## config.mk

```make
export PLATFORM = sky130hd
export DESIGN_NAME = stepper_phase_sequencer
export DESIGN_NICKNAME = d
export VERILOG_FILES = /design/src/rtl/sps_pkg.sv /design/src/rtl/stepper_phase_sequencer.sv /design/src/rtl/sps_coil_drive.sv
export VERILOG_INCLUDE_DIRS = /design/src /design/src/rtl
export SDC_FILE = /design/constraint.sdc
export NUM_CORES = 1
export LEC_CHECK = 0
export ABC_CLOCK_PERIOD_IN_PS = 13700
export BUFFER_PORTS_ARGS = -buffer_cell sky130_fd_sc_hd__buf_4
export CAP_MARGIN = 20
export CELL_PAD_IN_SITES_DETAIL_PLACEMENT = 0
export CELL_PAD_IN_SITES_GLOBAL_PLACEMENT = 1
export CORE_ASPECT_RATIO = 0.6
export CORE_MARGIN = 8
export CORE_UTILIZATION = 38
export CTS_BUF_LIST = sky130_fd_sc_hd__clkbuf_8
export DETAILED_ROUTE_END_ITERATION = 16
export MAX_ROUTING_LAYER = met4
export PLACE_DENSITY_LB_ADDON = 0.25
export SKIP_LAST_GASP = 1
export SLEW_MARGIN = 25
export SYNTH_ARGS = -nofsm -noshare
export SYNTH_HDL_FRONTEND = slang
export SYNTH_SLANG_ARGS = --single-unit
```

## constraint.sdc

```tcl
create_clock -name clk -period 13.7 [get_ports clk]
set_input_delay 0.685 -clock clk [delete_from_list [all_inputs] [get_ports clk]]
set_output_delay 0.685 -clock clk [all_outputs]
set_load 0.02 [all_outputs]
```

## src/rtl/assert_macros.svh

```systemverilog
// Assertion macros shared by the RTL.
// Needs a clock named clk and an active-low reset named arst_n in scope.
`ifndef ASSERT_MACROS_SVH
`define ASSERT_MACROS_SVH

// Property checked at every rising edge, off while in reset.
`define ASSERT_CLK(lbl, prop, msg) \
	lbl: assert property (@(posedge clk) disable iff (!arst_n) prop) else $error(msg);

// Property checked at every rising edge, reset included.
`define ASSERT_ALWAYS(lbl, prop, msg) \
	lbl: assert property (@(posedge clk) prop) else $error(msg);

`endif

```

## src/rtl/sps_pkg.sv

```systemverilog
// Shared types, codes and tables for the stepper phase sequencer.
// No dependencies.
package sps_pkg;

	localparam int PORTS_DEF  = 2;
	localparam int MICROSTEPS = 16;
	localparam int PHASE_W    = 6;	// 4 * MICROSTEPS entries
	localparam int IDX_W      = 4;	// index within a quarter
	localparam int DUTY_W     = 12;
	localparam int TIME_W     = 32;
	localparam int STEPS_W    = 32;
	localparam int IVAL_W     = 16;
	localparam int CFG_IDX_W  = 2;
	localparam int CFG_DATA_W = 16;

	localparam logic [PHASE_W-1:0] EIGHTH_INC = PHASE_W'(MICROSTEPS / 2);
	localparam logic [PHASE_W-1:0] FULL_STEP  = PHASE_W'(MICROSTEPS);
	localparam logic [PHASE_W-1:0] MICRO_INC  = PHASE_W'(1);
	localparam logic [DUTY_W-1:0]  DUTY_FULL  = DUTY_W'(4095);

	// request codes
	localparam logic [1:0] REQ_TICK  = 2'd0;
	localparam logic [1:0] REQ_START = 2'd1;
	localparam logic [1:0] REQ_STOP  = 2'd2;

	// status codes
	localparam logic [1:0] ST_OK          = 2'd0;
	localparam logic [1:0] ST_DETACHED    = 2'd1;
	localparam logic [1:0] ST_NO_INTERVAL = 2'd2;

	// step styles
	localparam logic [1:0] STY_SINGLE     = 2'd0;
	localparam logic [1:0] STY_DOUBLE     = 2'd1;
	localparam logic [1:0] STY_INTERLEAVE = 2'd2;
	localparam logic [1:0] STY_MICRO      = 2'd3;

	// configuration register indexes
	localparam logic [CFG_IDX_W-1:0] CFG_IVAL0  = 2'd0;
	localparam logic [CFG_IDX_W-1:0] CFG_IVAL1  = 2'd1;
	localparam logic [CFG_IDX_W-1:0] CFG_ATTACH = 2'd2;

	// bridge patterns per quadrant in microstep mode
	localparam logic [3:0] QUAD_BITS0 = 4'h3;
	localparam logic [3:0] QUAD_BITS1 = 4'h6;
	localparam logic [3:0] QUAD_BITS2 = 4'hC;
	localparam logic [3:0] QUAD_BITS3 = 4'h9;

	typedef struct packed {
		logic [DUTY_W-1:0] duty_a;
		logic [DUTY_W-1:0] duty_b;
		logic [3:0]        coil_bits;
	} drive_t;

	// Duty for sine point i: (amp * 4095 + 127) / 255 with amp from the quarter-wave
	// table 0 25 50 74 98 120 142 162 180 197 212 225 236 244 250 254 255.
	function automatic logic [DUTY_W-1:0] sine_duty(input logic [IDX_W:0] i);
		logic [DUTY_W-1:0] d;
		case (i)
			5'd0:    d = 12'd0;
			5'd1:    d = 12'd401;
			5'd2:    d = 12'd803;
			5'd3:    d = 12'd1188;
			5'd4:    d = 12'd1574;
			5'd5:    d = 12'd1927;
			5'd6:    d = 12'd2280;
			5'd7:    d = 12'd2602;
			5'd8:    d = 12'd2891;
			5'd9:    d = 12'd3164;
			5'd10:   d = 12'd3404;
			5'd11:   d = 12'd3613;
			5'd12:   d = 12'd3790;
			5'd13:   d = 12'd3918;
			5'd14:   d = 12'd4015;
			5'd15:   d = 12'd4079;
			5'd16:   d = 12'd4095;
			default: d = 12'd4095;
		endcase
		return d;
	endfunction

	// Full/half step bridge pattern per eighth of the electrical cycle
	function automatic logic [3:0] full_bits(input logic [2:0] oct);
		logic [3:0] b;
		case (oct)
			3'd0:    b = 4'h1;
			3'd1:    b = 4'h3;
			3'd2:    b = 4'h2;
			3'd3:    b = 4'h6;
			3'd4:    b = 4'h4;
			3'd5:    b = 4'hC;
			3'd6:    b = 4'h8;
			3'd7:    b = 4'h9;
			default: b = 4'h1;
		endcase
		return b;
	endfunction

endpackage

```

## src/rtl/stepper_phase_sequencer.sv

```systemverilog
// Stepper phase sequencer: an accepted transaction sits in the request register, moves
// to the result register once that is empty or being taken, and is presented from there.
// Throughput is one transaction per cycle; a result left waiting holds the request
// register and so stalls the input until it is taken.
// Reset (arst_n, asynchronous) clears all port state and configuration at once;
// no clearing pass.
module stepper_phase_sequencer #(
	parameter int PORTS = sps_pkg::PORTS_DEF
) (
	input  logic                             clk,
	input  logic                             arst_n,
	input  logic                             cfg_valid,
	output logic                             cfg_ready,
	input  logic [sps_pkg::CFG_IDX_W-1:0]    cfg_index,
	input  logic [sps_pkg::CFG_DATA_W-1:0]   cfg_data,
	input  logic                             in_valid,
	output logic                             in_ready,
	input  logic [1:0]                       req_type,
	input  logic                             port,
	input  logic [sps_pkg::TIME_W-1:0]       now_ms,
	input  logic [sps_pkg::STEPS_W-1:0]      step_count,
	input  logic                             direction,
	input  logic [1:0]                       step_style,
	output logic                             out_valid,
	input  logic                             out_ready,
	output logic                             stepped,
	output logic                             step_port,
	output logic [sps_pkg::DUTY_W-1:0]       duty_a,
	output logic [sps_pkg::DUTY_W-1:0]       duty_b,
	output logic [3:0]                       coil_bits,
	output logic [sps_pkg::STEPS_W-1:0]      steps_remaining,
	output logic [1:0]                       cmd_status
);
	import sps_pkg::*;
`include "assert_macros.svh"

	localparam int PIDX_W = (PORTS > 1) ? $clog2(PORTS) : 1;

	// configuration
	logic [IVAL_W-1:0] ival_q [2];
	logic [1:0]        attach_q;

	// port state
	logic [PHASE_W-1:0] phase_q   [PORTS];
	logic               dir_q     [PORTS];
	logic [1:0]         style_q   [PORTS];
	logic               running_q [PORTS];
	logic [STEPS_W-1:0] steps_q   [PORTS];
	logic [TIME_W-1:0]  due_q     [PORTS];

	logic [PHASE_W-1:0] phase_nxt   [PORTS];
	logic               dir_nxt     [PORTS];
	logic [1:0]         style_nxt   [PORTS];
	logic               running_nxt [PORTS];
	logic [STEPS_W-1:0] steps_nxt   [PORTS];
	logic [TIME_W-1:0]  due_nxt     [PORTS];

	// request register
	logic               vld_s1;
	logic [1:0]         req_s1;
	logic               port_s1;
	logic [TIME_W-1:0]  now_s1;
	logic [STEPS_W-1:0] count_s1;
	logic               dir_s1;
	logic [1:0]         style_s1;

	// result register
	logic               vld_s2;
	logic               stepped_s2;
	logic               sport_s2;
	drive_t             drive_s2;
	logic [STEPS_W-1:0] rem_s2;
	logic [1:0]         status_s2;

	logic               advance;
	logic [TIME_W-1:0]  diff [PORTS];
	logic               found;
	logic [PIDX_W-1:0]  best;
	logic [TIME_W-1:0]  best_late;
	logic [PHASE_W-1:0] cd_phase_nxt;
	drive_t             cd_drive;

	logic               res_stepped;
	logic               res_sport;
	drive_t             res_drive;
	logic [STEPS_W-1:0] res_rem;
	logic [1:0]         res_status;

	logic               port_ok;
	logic [PIDX_W-1:0]  psel;
	logic [IVAL_W-1:0]  best_iv;
	logic [STEPS_W-1:0] best_steps;
	logic [TIME_W-1:0]  due_step;
	logic [TIME_W-1:0]  lag;

	assign cfg_ready = 1'b1;
	assign advance   = vld_s1 && (!vld_s2 || out_ready);
	assign in_ready  = !vld_s1 || advance;

	always_ff @(posedge clk or negedge arst_n) begin
		if (!arst_n) begin
			ival_q[0] <= '0;
			ival_q[1] <= '0;
			attach_q  <= '0;
		end else if (cfg_valid && cfg_ready) begin
			case (cfg_index)
				CFG_IVAL0:  ival_q[0] <= cfg_data;
				CFG_IVAL1:  ival_q[1] <= cfg_data;
				CFG_ATTACH: attach_q  <= cfg_data[1:0];
				default:    ;
			endcase
		end
	end

	always_ff @(posedge clk or negedge arst_n) begin
		if (!arst_n) begin
			vld_s1 <= 1'b0;
		end else if (in_ready) begin
			vld_s1 <= in_valid;
		end
	end

	always_ff @(posedge clk) begin
		if (in_valid && in_ready) begin
			req_s1   <= req_type;
			port_s1  <= port;
			now_s1   <= now_ms;
			count_s1 <= step_count;
			dir_s1   <= direction;
			style_s1 <= step_style;
		end
	end

	// pick the most overdue running port, lower port wins a tie
	always_comb begin
		found     = 1'b0;
		best      = '0;
		best_late = '0;
		for (int p = 0; p < PORTS; p++) begin
			diff[p] = now_s1 - due_q[p];
			if (running_q[p] && !diff[p][TIME_W-1] && (!found || diff[p] > best_late)) begin
				found     = 1'b1;
				best      = PIDX_W'(p);
				best_late = diff[p];
			end
		end
	end

	sps_coil_drive u_coil_drive (
		.phase     (phase_q[best]),
		.style     (style_q[best]),
		.direction (dir_q[best]),
		.phase_nxt (cd_phase_nxt),
		.drive     (cd_drive)
	);

	assign port_ok    = 32'(port_s1) < PORTS;
	assign psel       = PIDX_W'(port_s1);
	assign best_iv    = ival_q[best];
	assign best_steps = (steps_q[best] != '0) ? steps_q[best] - 1'b1 : steps_q[best];
	assign due_step   = due_q[best] + TIME_W'(best_iv);
	assign lag        = now_s1 - due_step;

	always_comb begin
		for (int p = 0; p < PORTS; p++) begin
			phase_nxt[p]   = phase_q[p];
			dir_nxt[p]     = dir_q[p];
			style_nxt[p]   = style_q[p];
			running_nxt[p] = running_q[p];
			steps_nxt[p]   = steps_q[p];
			due_nxt[p]     = due_q[p];
		end
		res_stepped = 1'b0;
		res_sport   = 1'b0;
		res_drive   = '0;
		res_rem     = '0;
		res_status  = ST_OK;

		case (req_s1)
			REQ_TICK: begin
				// clock went back by more than an interval: resync to now
				for (int p = 0; p < PORTS; p++) begin
					if (running_q[p] && diff[p][TIME_W-1] &&
							((TIME_W'(0) - diff[p]) > TIME_W'(ival_q[p % 2]))) begin
						due_nxt[p] = now_s1;
					end
				end
				if (found) begin
					phase_nxt[best] = cd_phase_nxt;
					steps_nxt[best] = best_steps;
					res_stepped     = 1'b1;
					res_sport       = 1'(best);
					res_drive       = cd_drive;
					res_rem         = best_steps;
					if (best_steps == '0) begin
						running_nxt[best] = 1'b0;
					end else if (!lag[TIME_W-1] && lag > TIME_W'(best_iv)) begin
						due_nxt[best] = now_s1 + TIME_W'(best_iv);
					end else begin
						due_nxt[best] = due_step;
					end
				end
			end
			REQ_START: begin
				if (!port_ok || !attach_q[port_s1]) begin
					res_status = ST_DETACHED;
				end else if (ival_q[port_s1] == '0) begin
					res_status = ST_NO_INTERVAL;
				end else begin
					dir_nxt[psel]     = dir_s1;
					style_nxt[psel]   = style_s1;
					steps_nxt[psel]   = count_s1;
					running_nxt[psel] = count_s1 != '0;
					due_nxt[psel]     = now_s1;
				end
				if (port_ok) begin
					res_rem = steps_nxt[psel];
				end
			end
			REQ_STOP: begin
				if (!port_ok) begin
					res_status = ST_DETACHED;
				end else begin
					running_nxt[psel] = 1'b0;
					steps_nxt[psel]   = '0;
				end
			end
			default: ;
		endcase
	end

	always_ff @(posedge clk or negedge arst_n) begin
		if (!arst_n) begin
			for (int p = 0; p < PORTS; p++) begin
				phase_q[p]   <= '0;
				dir_q[p]     <= 1'b0;
				style_q[p]   <= STY_DOUBLE;
				running_q[p] <= 1'b0;
				steps_q[p]   <= '0;
				due_q[p]     <= '0;
			end
		end else if (advance) begin
			for (int p = 0; p < PORTS; p++) begin
				phase_q[p]   <= phase_nxt[p];
				dir_q[p]     <= dir_nxt[p];
				style_q[p]   <= style_nxt[p];
				running_q[p] <= running_nxt[p];
				steps_q[p]   <= steps_nxt[p];
				due_q[p]     <= due_nxt[p];
			end
		end
	end

	always_ff @(posedge clk or negedge arst_n) begin
		if (!arst_n) begin
			vld_s2 <= 1'b0;
		end else if (advance) begin
			vld_s2 <= 1'b1;
		end else if (out_ready) begin
			vld_s2 <= 1'b0;
		end
	end

	always_ff @(posedge clk) begin
		if (advance) begin
			stepped_s2 <= res_stepped;
			sport_s2   <= res_sport;
			drive_s2   <= res_drive;
			rem_s2     <= res_rem;
			status_s2  <= res_status;
		end
	end

	assign out_valid       = vld_s2;
	assign stepped         = stepped_s2;
	assign step_port       = sport_s2;
	assign duty_a          = drive_s2.duty_a;
	assign duty_b          = drive_s2.duty_b;
	assign coil_bits       = drive_s2.coil_bits;
	assign steps_remaining = rem_s2;
	assign cmd_status      = status_s2;

	// a running port always has budget left
	for (genvar g = 0; g < PORTS; g++) begin : g_chk
		`ASSERT_CLK(a_run_budget, running_q[g] |-> (steps_q[g] != '0), "running port with no budget")
	end
	// a step always drives some bridge leg and reports ok
	`ASSERT_CLK(a_step_drive, (vld_s2 && stepped_s2) |-> (drive_s2.coil_bits != '0 && status_s2 == ST_OK), "step without drive")
	// an item moved into the result register is presented next cycle
	`ASSERT_ALWAYS(a_res_load, (arst_n && advance) |=> (!arst_n || vld_s2), "result lost")

endmodule

```

## src/rtl/sps_coil_drive.sv

```systemverilog
// Phase advance and coil drive for one step of one port.
// Depends on sps_pkg.
module sps_coil_drive (
	input  logic [sps_pkg::PHASE_W-1:0] phase,
	input  logic [1:0]                  style,
	input  logic                        direction,
	output logic [sps_pkg::PHASE_W-1:0] phase_nxt,
	output sps_pkg::drive_t             drive
);
	import sps_pkg::*;

	logic [PHASE_W-1:0] delta;
	logic               odd;
	logic [IDX_W-1:0]   idx;
	logic [IDX_W:0]     cidx;
	logic [DUTY_W-1:0]  d_idx;
	logic [DUTY_W-1:0]  d_cidx;

	assign odd = phase[3];

	always_comb begin
		case (style)
			STY_SINGLE:     delta = odd ? EIGHTH_INC : FULL_STEP;
			STY_DOUBLE:     delta = odd ? FULL_STEP : EIGHTH_INC;
			STY_INTERLEAVE: delta = EIGHTH_INC;
			default:        delta = MICRO_INC;
		endcase
	end

	// wraps modulo the phase count in both directions
	assign phase_nxt = direction ? (phase - delta) : (phase + delta);

	assign idx    = phase_nxt[IDX_W-1:0];
	assign cidx   = (IDX_W+1)'(MICROSTEPS) - {1'b0, idx};
	assign d_idx  = sine_duty({1'b0, idx});
	assign d_cidx = sine_duty(cidx);

	always_comb begin
		drive.duty_a    = DUTY_FULL;
		drive.duty_b    = DUTY_FULL;
		drive.coil_bits = full_bits(phase_nxt[PHASE_W-1:PHASE_W-3]);
		if (style == STY_MICRO) begin
			// even quadrants: A falls from the peak, B rises
			if (phase_nxt[IDX_W] == 1'b0) begin
				drive.duty_a = d_cidx;
				drive.duty_b = d_idx;
			end else begin
				drive.duty_a = d_idx;
				drive.duty_b = d_cidx;
			end
			case (phase_nxt[PHASE_W-1:IDX_W])
				2'd0:    drive.coil_bits = QUAD_BITS0;
				2'd1:    drive.coil_bits = QUAD_BITS1;
				2'd2:    drive.coil_bits = QUAD_BITS2;
				default: drive.coil_bits = QUAD_BITS3;
			endcase
		end
	end

endmodule

```

== Yosys cells after proc, flatten, opt, wreduce, memory -nomap -nowiden ==
Memory sizes are Yosys's and may differ from the RTL's.
Cells that the tools add are included.
Word-level totals
  logic and storage cells: 203
  memories: 3
  bits in registers: 318
  ROM bits: 608
Memory list
  (no name shown): words 32, bits a word 12, read ports 1, clocked after Yosys merged registers in 0, wr ports 0, line sps_pkg.sv:58  | case (i)
  (no name shown): words 16, bits a word 12, read ports 1, clocked after Yosys merged registers in 0, wr ports 0, line sps_pkg.sv:58
  (no name shown): words 8, bits a word 4, read ports 1, clocked after Yosys merged registers in 0, wr ports 0, line sps_pkg.sv:84  | case (oct)
Cells by class
  bitwise gates (word level): 9
  reductions and logical operators: 42
  equality and inequality tests: 13
  $add $sub $neg: 11
  $lt $le $gt $ge: 9
  multiplexer cells: 85
Operators with widths (count)
  $mux W32: 18
  $mux W64: 8
  $bwmux W64: 5
  $pmux W64 S3: 1
  $pmux W64 S2: 1
  $gt A32 B16 Y1: 3
  $mux W16: 6
  $sub A32 B32 Y32: 3
  $add A32 B16 Y32: 2
  $and A64 B64 Y64: 1
  $demux W32 S1: 2
  $not A64 Y64: 1
  $pmux W32 S2: 1
  $reduce_bool A32 Y1: 2
  $sub A1 B32 Y32 const A: 2
  $gt A32 B32 Y1: 1
  $logic_not A32 Y1: 1
  $sub A32 B1 Y32 const B: 1
  $mux W6: 5
  $mux W28: 1
  $mux W24: 1
  $mux W2: 9
  $pmux W6 S3: 1
  $logic_not A16 Y1: 1
  other kinds (33): 92

== Depth between registers and ports, before layout ==
Gate-level depths: netlist (run 1).
  depth after elaboration: 20
  gate-level depth with buffers: 73
  gate-level depth less buffers: 62

== Cells and area by module ==
Synthesis (run 1) repeated with hierarchy kept, for this count alone.
Unflattened totals
  cells, all modules: 4091
  area total of the unflattened synthesis: 32642.6 um^2
By module, submodules not included
  stepper_phase_sequencer: instances 1, cells each 3887, sequential area each 8630.8 um^2, area each 31321.3 um^2
  sps_coil_drive: instances 1, cells each 204, sequential area each 0.0 um^2, area each 1321.3 um^2

== Worst setup path before layout (run 1) ==
OpenSTA, ideal clock, no wires.
  kind: flip-flop to flip-flop
  from: register now_s1[0]
  to: register due_q[9] in the netlist's numbering
  period minus slack after synthesis: 13782 ps
  setup time: 82 ps
  stages on the path, launching flop included: 71
  data required time: 13618 ps
  data arrival time: 13700 ps
  buffers on the path: 10
  path slack: -82 ps
  cell sequence: edfxtp_1 -> inv_1 -> ha_1 -> inv_1 -> fa_1 -> a21o_1 -> a21oi_1 -> o21ai_0 -> o21ai_1 -> a211oi_1 -> a211oi_1 -> o31ai_1 -> o31a_1 -> a41oi_1 -> a21boi_0 -> a21bo_2 -> a21oi_1 -> xnor2_1 -> [35 not listed] -> ha_1 -> nand2_1 -> or3_1 -> o31a_1 -> o221ai_1 -> o31ai_1 -> nand3_1 -> nor2_1 -> o311a_1 -> o311ai_0 -> nor3_1 -> o2111ai_1 -> nor4b_4 -> nor2_2 -> buf_2 -> clkbuf_1 -> nand3_1 -> a31oi_1
On the way
  longest elaborated chain between the ends: 20
  elaborated cells on any way between the ends: 51
RTL lines
  from (decl): line stepper_phase_sequencer.sv:62  | logic [TIME_W-1:0] now_s1;
  from (signal assigned): line stepper_phase_sequencer.sv:127  | now_s1 <= now_ms;
  $sub A32 B32 Y32: line stepper_phase_sequencer.sv:140  | diff[p] = now_s1 - due_q[p];
  $logic_not A1 Y1: line stepper_phase_sequencer.sv:141  | if (running_q[p] && !diff[p][TIME_W-1] && (!found || diff[p] > best_late)) begin
  $logic_and A1 B1 Y1: line stepper_phase_sequencer.sv:141
  $mux W32 / $mux W1 (equally long branches): line stepper_phase_sequencer.sv:141
  $gt A32 B32 Y1 / $logic_not A1 Y1 (equally long branches): line stepper_phase_sequencer.sv:141
  $logic_or A1 B1 Y1: line stepper_phase_sequencer.sv:141
  $logic_and A1 B1 Y1: line stepper_phase_sequencer.sv:141
  $mux W1: line stepper_phase_sequencer.sv:141
  [4 not listed]
  $add A32 B16 Y32: line stepper_phase_sequencer.sv:161  | assign due_step = due_q[best] + TIME_W'(best_iv);
  $sub A32 B32 Y32: line stepper_phase_sequencer.sv:162  | assign lag = now_s1 - due_step;
  $gt A32 B16 Y1 / $logic_not A1 Y1 (equally long branches): line stepper_phase_sequencer.sv:197  | end else if (!lag[TIME_W-1] && lag > TIME_W'(best_iv)) begin
  $logic_and A1 B1 Y1: line stepper_phase_sequencer.sv:197
  $mux W64: line stepper_phase_sequencer.sv:197
  $mux W64: line stepper_phase_sequencer.sv:195  | if (best_steps == '0) begin
  $mux W64 (*): line stepper_phase_sequencer.sv:188  | if (found) begin
  $pmux W64 S2 (*): line stepper_phase_sequencer.sv:179  | case (req_s1)
  to (signal, indexed assignment): line stepper_phase_sequencer.sv:249  | due_q[p] <= due_nxt[p];
  to (decl): line stepper_phase_sequencer.sv:49  | logic [TIME_W-1:0] due_q [PORTS];
Every way passes the cells marked *; elsewhere a longest branch is shown, timed or not. The select of a mux whose other input is x is not followed.
A chain may end at the register's enable or synchronous reset.

== Final worst setup path (run 1) ==
  from: register now_s1[0]
  to: register due_q[7] in the netlist's numbering
The elaborated chain is that of the path after synthesis.

==> run metrics, run 1 <==
status=finished clean; largest net degree at the start of global routing=86; Post-synth ARST share=58.6%; Slew headroom=18.7%; Area contributors post-synth=dfrtp_1 (15%), edfxtp_1 (13%), ha_1 (9.1%); Slew @ Worst Pin=1.21 ns; CTS Buf Count=54; CTS Hold Bufs=0; post-layout min period=13.03 ns; FF-to-FF path depth=58; final wirelength=125000 µm; DR top layer=met4; final slew viol count=0; clk slew on worst S/H paths=0.07 ns; Post-synth EDFFs=130; Syn. warnings=0; worst path bufs/invs=6; H-tree level count=2; Netlist cell types=108; metal3 WL=19100 µm; Setup TNS=0 ns; Mapped Cells=3652; core box area=0.0774 mm²; RePlAce Congestion=1.03; GR Overflow Total=0; synthesized flop and latch total=314; clock latency on the worst-skew pair=0.73 ns; Min-Delay Path Class=primary input to async pin; post-synthesis sequential area ratio=28.7%; Crit. End Element=flip-flop; # rows=79; NumNets Final=4107; Via density=6.08; CTS tree=yes; type of origin of the critical path=flip-flop; synthesized area per cell=8.13 µm²; max incr delay on CP=0.48 ns; # IOs=160; Die H=232 µm; Crit path top cell by count=ha_1; gr usage total=28.0%; clock sink count=314; CP required=14.34 ns; DR WL/cell=25.6 µm; root buffer cell=clkbuf_8; placed wire-length estimate=94100 µm; port bufs=158; Synth Flop Type=dfrtp_1; Worst Skew=0.0567 ns; delay-heaviest family, CP=compound AO/OA/AOI/OAI gates; final hold vios=0; max-cap viol count=0; first-pass GRT wire length=182000 µm; Initial DRC Count=3955; antenna-violating nets left=0; post-synthesis cell area=0.0297 mm²; die width=377 µm; CP Depth=58; maximum clock insertion buffer count=3; maximum fanout along the worst path=17; Worst path slowest cell=or3b_2; DRC=0; dpl ws=-0.0777 ns; Vias=29765; number of fill cells=7860; worst reg2reg path startpoint=now_s1[0]; Finished Core Util=43.5%; met1 WL=61700 µm; vias in the first global route=26723; WP data arrival=13.68 ns; Synth area leader=dfrtp_1; kind of critical path=flip-flop to flip-flop; die area=0.0876 mm²; most frequent cell after synthesis=nand2_1; Critical Path Sink=due_q[7]; starting density of the core=38.4%; met2 wire length=42800 µm; top post-synthesis cells by count=nand2_1 (412), a21oi_1 (360), o21ai_0 (279), nor2_1 (219), ha_1 (215); Worst R2R Setup Slack=0.67 ns; drt pass-1 iters=7; crit path from=now_s1[0]; # setup viols final=0; layout cells sized above 1=14.2%; initial antenna violation count=2; final period utilization=95.1%; max frequency=0.0767 GHz; Syn-to-layout area delta=13.5%; reg2reg end=due_q[7]; Synth top area share=15.3%; fin worst setup slack=0.666 ns
area by class of cell:
class | instances | area (µm²) | share of cell area, %
Tap cell | 1053 | 1320 | 3.91
Inverter | 197 | 739 | 2.20
Timing Repair Buffer | 284 | 2160 | 6.41
Clock inverter | 36 | 297 | 0.880
Multi-Input combinational cell | 2942 | 19800 | 58.7
Sequential cell | 314 | 8510 | 25.3
Clock buffer | 64 | 881 | 2.62
Antenna cell | 2 | 5.00 | 0.0149
cell usage in the layout (no fill, tap or decap), types with 29 or more instances in the layout:
cell      netlist  final
o22ai_1        78     78
a21oi_1       360    358
nor2b_1        36     36
a21o_1         46     46
nor2_1        219    217
dfrtp_1       182    182
xnor2_1       141    140
nand2_1       412    411
ha_1          215    214
a31oi_1        42     41
or3_1          29     29
o21ai_0       279    272
buf_4          10    280
mux2_2         79     79
nand3_1       104    104
edfxtp_1      130    130
inv_1         195    210
nor3_1         55     55
mux2i_1       103    103
nor4_1         44     43
and2_1         32     29
a22oi_1        54     54
clkbuf_8        0     65
nand4_1        44     44
nand2b_1       38     38
xor2_1         65     65
worst min-delay path by stage:
stage	end	slack [ns]	cells after the start
final	ival_q[11]	0.006	1
after global routing	ival_q[11]	0.07	1
after CTS	ival_q[30]	0.02	1
after detailed placement	phase_q[4]	0.47	2
after global placement	phase_q[4]	0.46	2
after floorplan	attach_q[0]	0.39	0
layer usage:
metal  GRT usage [%]  vias up
met3            12.5      133
met5               -        -
li1                -    13766
met4            4.07        0
met2            31.6     1686
met1            43.9    14180
logic make-up (layout without fill, tap and decap cells):
| group | Yosys count | after routing | share of synthesized area, % |
|---|---|---|---|
| adders and majority gates | 228 | 228 | 9.71 |
| muxes | 182 | 182 | 6.47 |
| other | 1 | 4 | 0.0126 |
| xor gates and xnor gates | 207 | 207 | 6.15 |
| DFF | 314 | 314 | 28.7 |
| buffers and inverters | 398 | 581 | 5.40 |
| and+or+nand+nor | 1149 | 1150 | 18.8 |
| AOI/OAI and AO/OA | 1173 | 1173 | 24.7 |
sequential cells by signal, indices dropped and copies added (netlist names), 4 cells and up:
| register | count |
|---|---|
| coil_bits | 4 |
| count_s1 | 32 |
| due_q | 64 |
| duty_a | 10 |
| duty_b | 10 |
| ival_q | 32 |
| now_s1 | 32 |
| phase_q | 12 |
| steps_q | 64 |
| steps_remaining | 32 |
| style_q | 4 |
worst register-to-register path: cells and delay by family, from the launching register on:
kind / cells / cell delay, ns
fa+ha+maj: 8 / 2.70
xor+xnor: 3 / 0.63
buf+inv: 6 / 0.75
flops: 1 / 0.42
simple gates: 14 / 2.70
compound gates: 27 / 5.78
timing repair:
action / in CTS / in global routing
gates resized for setup: 2 / 31
pin swaps: 1 / 3
cloned: 0 / 1
endpoints found under the setup margin: 24 / 64
buffers inserted: 1 / 2
through the flow:
stage / hold slack (ns) / instances / area (µm²)
global route: 0.0696 / 4891 / 33700
CTS: 0.0236 / 4887 / 33500
finish: 0.00619 / 4892 / 33700
global placement: 0.464 / 4786 / 32300
detailed placement: 0.470 / 4786 / 32300
floorplan: 0.389 / 3653 / 29700
Power of run 1 is left out: the tool's default activity adds up to more than one toggle a clock period on the data nets, which glitch-free logic cannot reach.
==> run 2, diff against run 1 <==
--- a/config.mk
+++ b/config.mk
@@ -13,7 +13,7 @@
 export CELL_PAD_IN_SITES_GLOBAL_PLACEMENT = 1
 export CORE_ASPECT_RATIO = 0.6
 export CORE_MARGIN = 8
-export CORE_UTILIZATION = 38
+export CORE_UTILIZATION = 44
 export CTS_BUF_LIST = sky130_fd_sc_hd__clkbuf_8
 export DETAILED_ROUTE_END_ITERATION = 16
 export MAX_ROUTING_LAYER = met4
==> run 2 against run 1 <==
  * Cell count down 3.3%
  * Design area down 0.65%
  * Wire length down 1.1%
  * Register-to-register slack worse by 0.09 ns
  * Flip-flop and latch count unchanged
==> run metrics, run 2 (synthesis gave the netlist of run 1 again) <==
Initial DRC Count=4097 (+3.6%); vias in the first global route=26890 (+0.62%); port bufs=158 (unchanged); Post-Place Cells=4624 (-3.4%); placed wire-length estimate=92000 µm (-2.3%); max-cap viol count=0 (unchanged); post-layout min period=13.13 ns (+0.0944 ns); H-tree level count=2 (unchanged); commonest non-fill, non-tap cell in the layout=nand2_1; worst reg2reg path startpoint=now_s1[8]; root buffer cell=clkbuf_8; Slew headroom=22.1% (+3.4 points); initial antenna violation count=2 (unchanged); Worst R2R Setup Slack=0.57 ns (-0.09 ns); clk slew on worst S/H paths=0.07 ns (about the same); crit path from=now_s1[8]; DR WL/cell=26.1 µm (+2.3%); Die H=217 µm (-6.6%); final instance area=0.0335 mm² (-0.65%); Syn-to-layout area delta=12.7%; core box area=0.0665 mm² (-14%); layout cells sized above 1=14.0% (-0.19 points); CTS tree=yes; number of fill cells=6593 (-16%); maximum fanout along the worst path=13 (-4); CTS Buf Count=54 (unchanged); NumNets Final=4101 (-0.15%); GR Overflow Total=0 (unchanged); die width=351 µm (-6.8%); Finished Core Util=50.3% (+6.8 points); Min-Delay Path Class=primary input to async pin; RePlAce Congestion=1.03 (+0.22%); Worst Skew=0.0306 ns (-0.0262 ns); Placed Area=0.0321 mm² (-0.70%); max frequency=0.0762 GHz (-0.72%); die area=0.0763 mm² (-13%); first-pass GRT wire length=179000 µm (-1.6%); most frequent cells in the layout=nand2_1 (412), a21oi_1 (356), o21ai_0 (272), buf_4 (272); clock sink count=314 (unchanged); kind of critical path=flip-flop to flip-flop; final hold vios=0 (unchanged); # IOs=160 (unchanged); top flop regs=due_q x64, steps_q x64; CP required=14.32 ns (-0.02 ns); status=finished clean; # setup viols final=0 (unchanged); final wirelength=124000 µm (-1.1%); FF-to-FF path depth=56 (-3.4%); # rows=73 (-7.6%); WP data arrival=13.75 ns (+0.07 ns); antenna-violating nets left=0 (unchanged); gr usage total=31.7% (+3.6 points); DRC=0 (unchanged); clock latency on the worst-skew pair=0.72 ns (about the same); final slew viol count=0 (unchanged); Slew @ Worst Pin=1.16 ns (-0.0503 ns); type of origin of the critical path=flip-flop; Vias=30125 (+1.2%); maximum clock insertion buffer count=3 (unchanged); Crit. End Element=flip-flop; Worst path slowest cell=or4b_2; drt pass-1 iters=6 (-1); Via density=6.36 (+4.6%); largest net degree at the start of global routing=120 (+40%); final period utilization=95.8% (+0.69 points); max incr delay on CP=0.65 ns (+0.17 ns); final non-filler cell total=4733 (-3.3%); starting density of the core=44.6% (+6.3 points)
[run 2: changes by cell type in the layout (fill, tap and decap cells not counted), sizes merged]
cell	before	now
buf	283	276
clkbuf	65	62
clkinv	15	12
clkinvlp	2	1
inv	211	220
or2	32	31
[run 2: through the flow]
step	hold WS, ns	setup WS, ns	TNS (ns)
after floorplan	0.389	0.0114	0
final	0.0311	0.572	0
after CTS	0.0216	0.109	0
after global routing	0.0704	-0.0594	-0.133
after global placement	0.464	0.316	0
after detailed placement	0.471	-0.0232	-0.0232
[run 2: final cells by class]
type | count | area [µm²] | area share, %
Tap cell | 900 | 1130 | 3.36
Clock inverter | 41 | 313 | 0.935
Antenna cell | 2 | 5.00 | 0.0150
Timing Repair Buffer | 279 | 2180 | 6.52
Multi-Input combinational cell | 2941 | 19800 | 59.1
Clock buffer | 59 | 812 | 2.43
Inverter | 197 | 739 | 2.21
Sequential cell | 314 | 8510 | 25.4
[run 2: path summary, 6_finish.rpt]
path,to
max,due_q[30]
min,ival_q[3]
max reg2reg,due_q[30]
min reg2reg,phase_q[1]
max in group asynchronous,due_q[26]
min in group clk,now_s1[3]
[run 2: what timing repair did]
action	CTS	global route
setup endpoints to repair	9	64
resized for setup	2	34
buffers inserted	0	5
cloned	0	2
pin swaps	0	6
hold buffers	0	0
[run 2: per-layer routing]
| metal | wire, µm | up-vias | share of wire (%) | GRT usage [%] |
|---|---|---|---|---|
| li1 | - | 13729 | - | - |
| met1 | 57900 | 14266 | 47 | 48.0 |
| met2 | 41700 | 1953 | 34 | 34.8 |
| met3 | 21400 | 177 | 17 | 16.6 |
| met4 | 2670 | 0 | 2.2 | 7.03 |
| met5 | 0 | - | 0 | - |
[run 2: worst max-delay path, delay by kind of cell, from the launching register on]
| family | cells | cell delay, ns |
|---|---|---|
| buf+inv | 5 | 0.82 |
| mux | 1 | 0.37 |
| flops | 1 | 0.54 |
| compound gates | 22 | 4.43 |
| simple gates | 17 | 3.26 |
| fa+ha+maj | 8 | 2.88 |
| xor+xnor | 3 | 0.69 |
Power of run 2 is left out for the same reason.
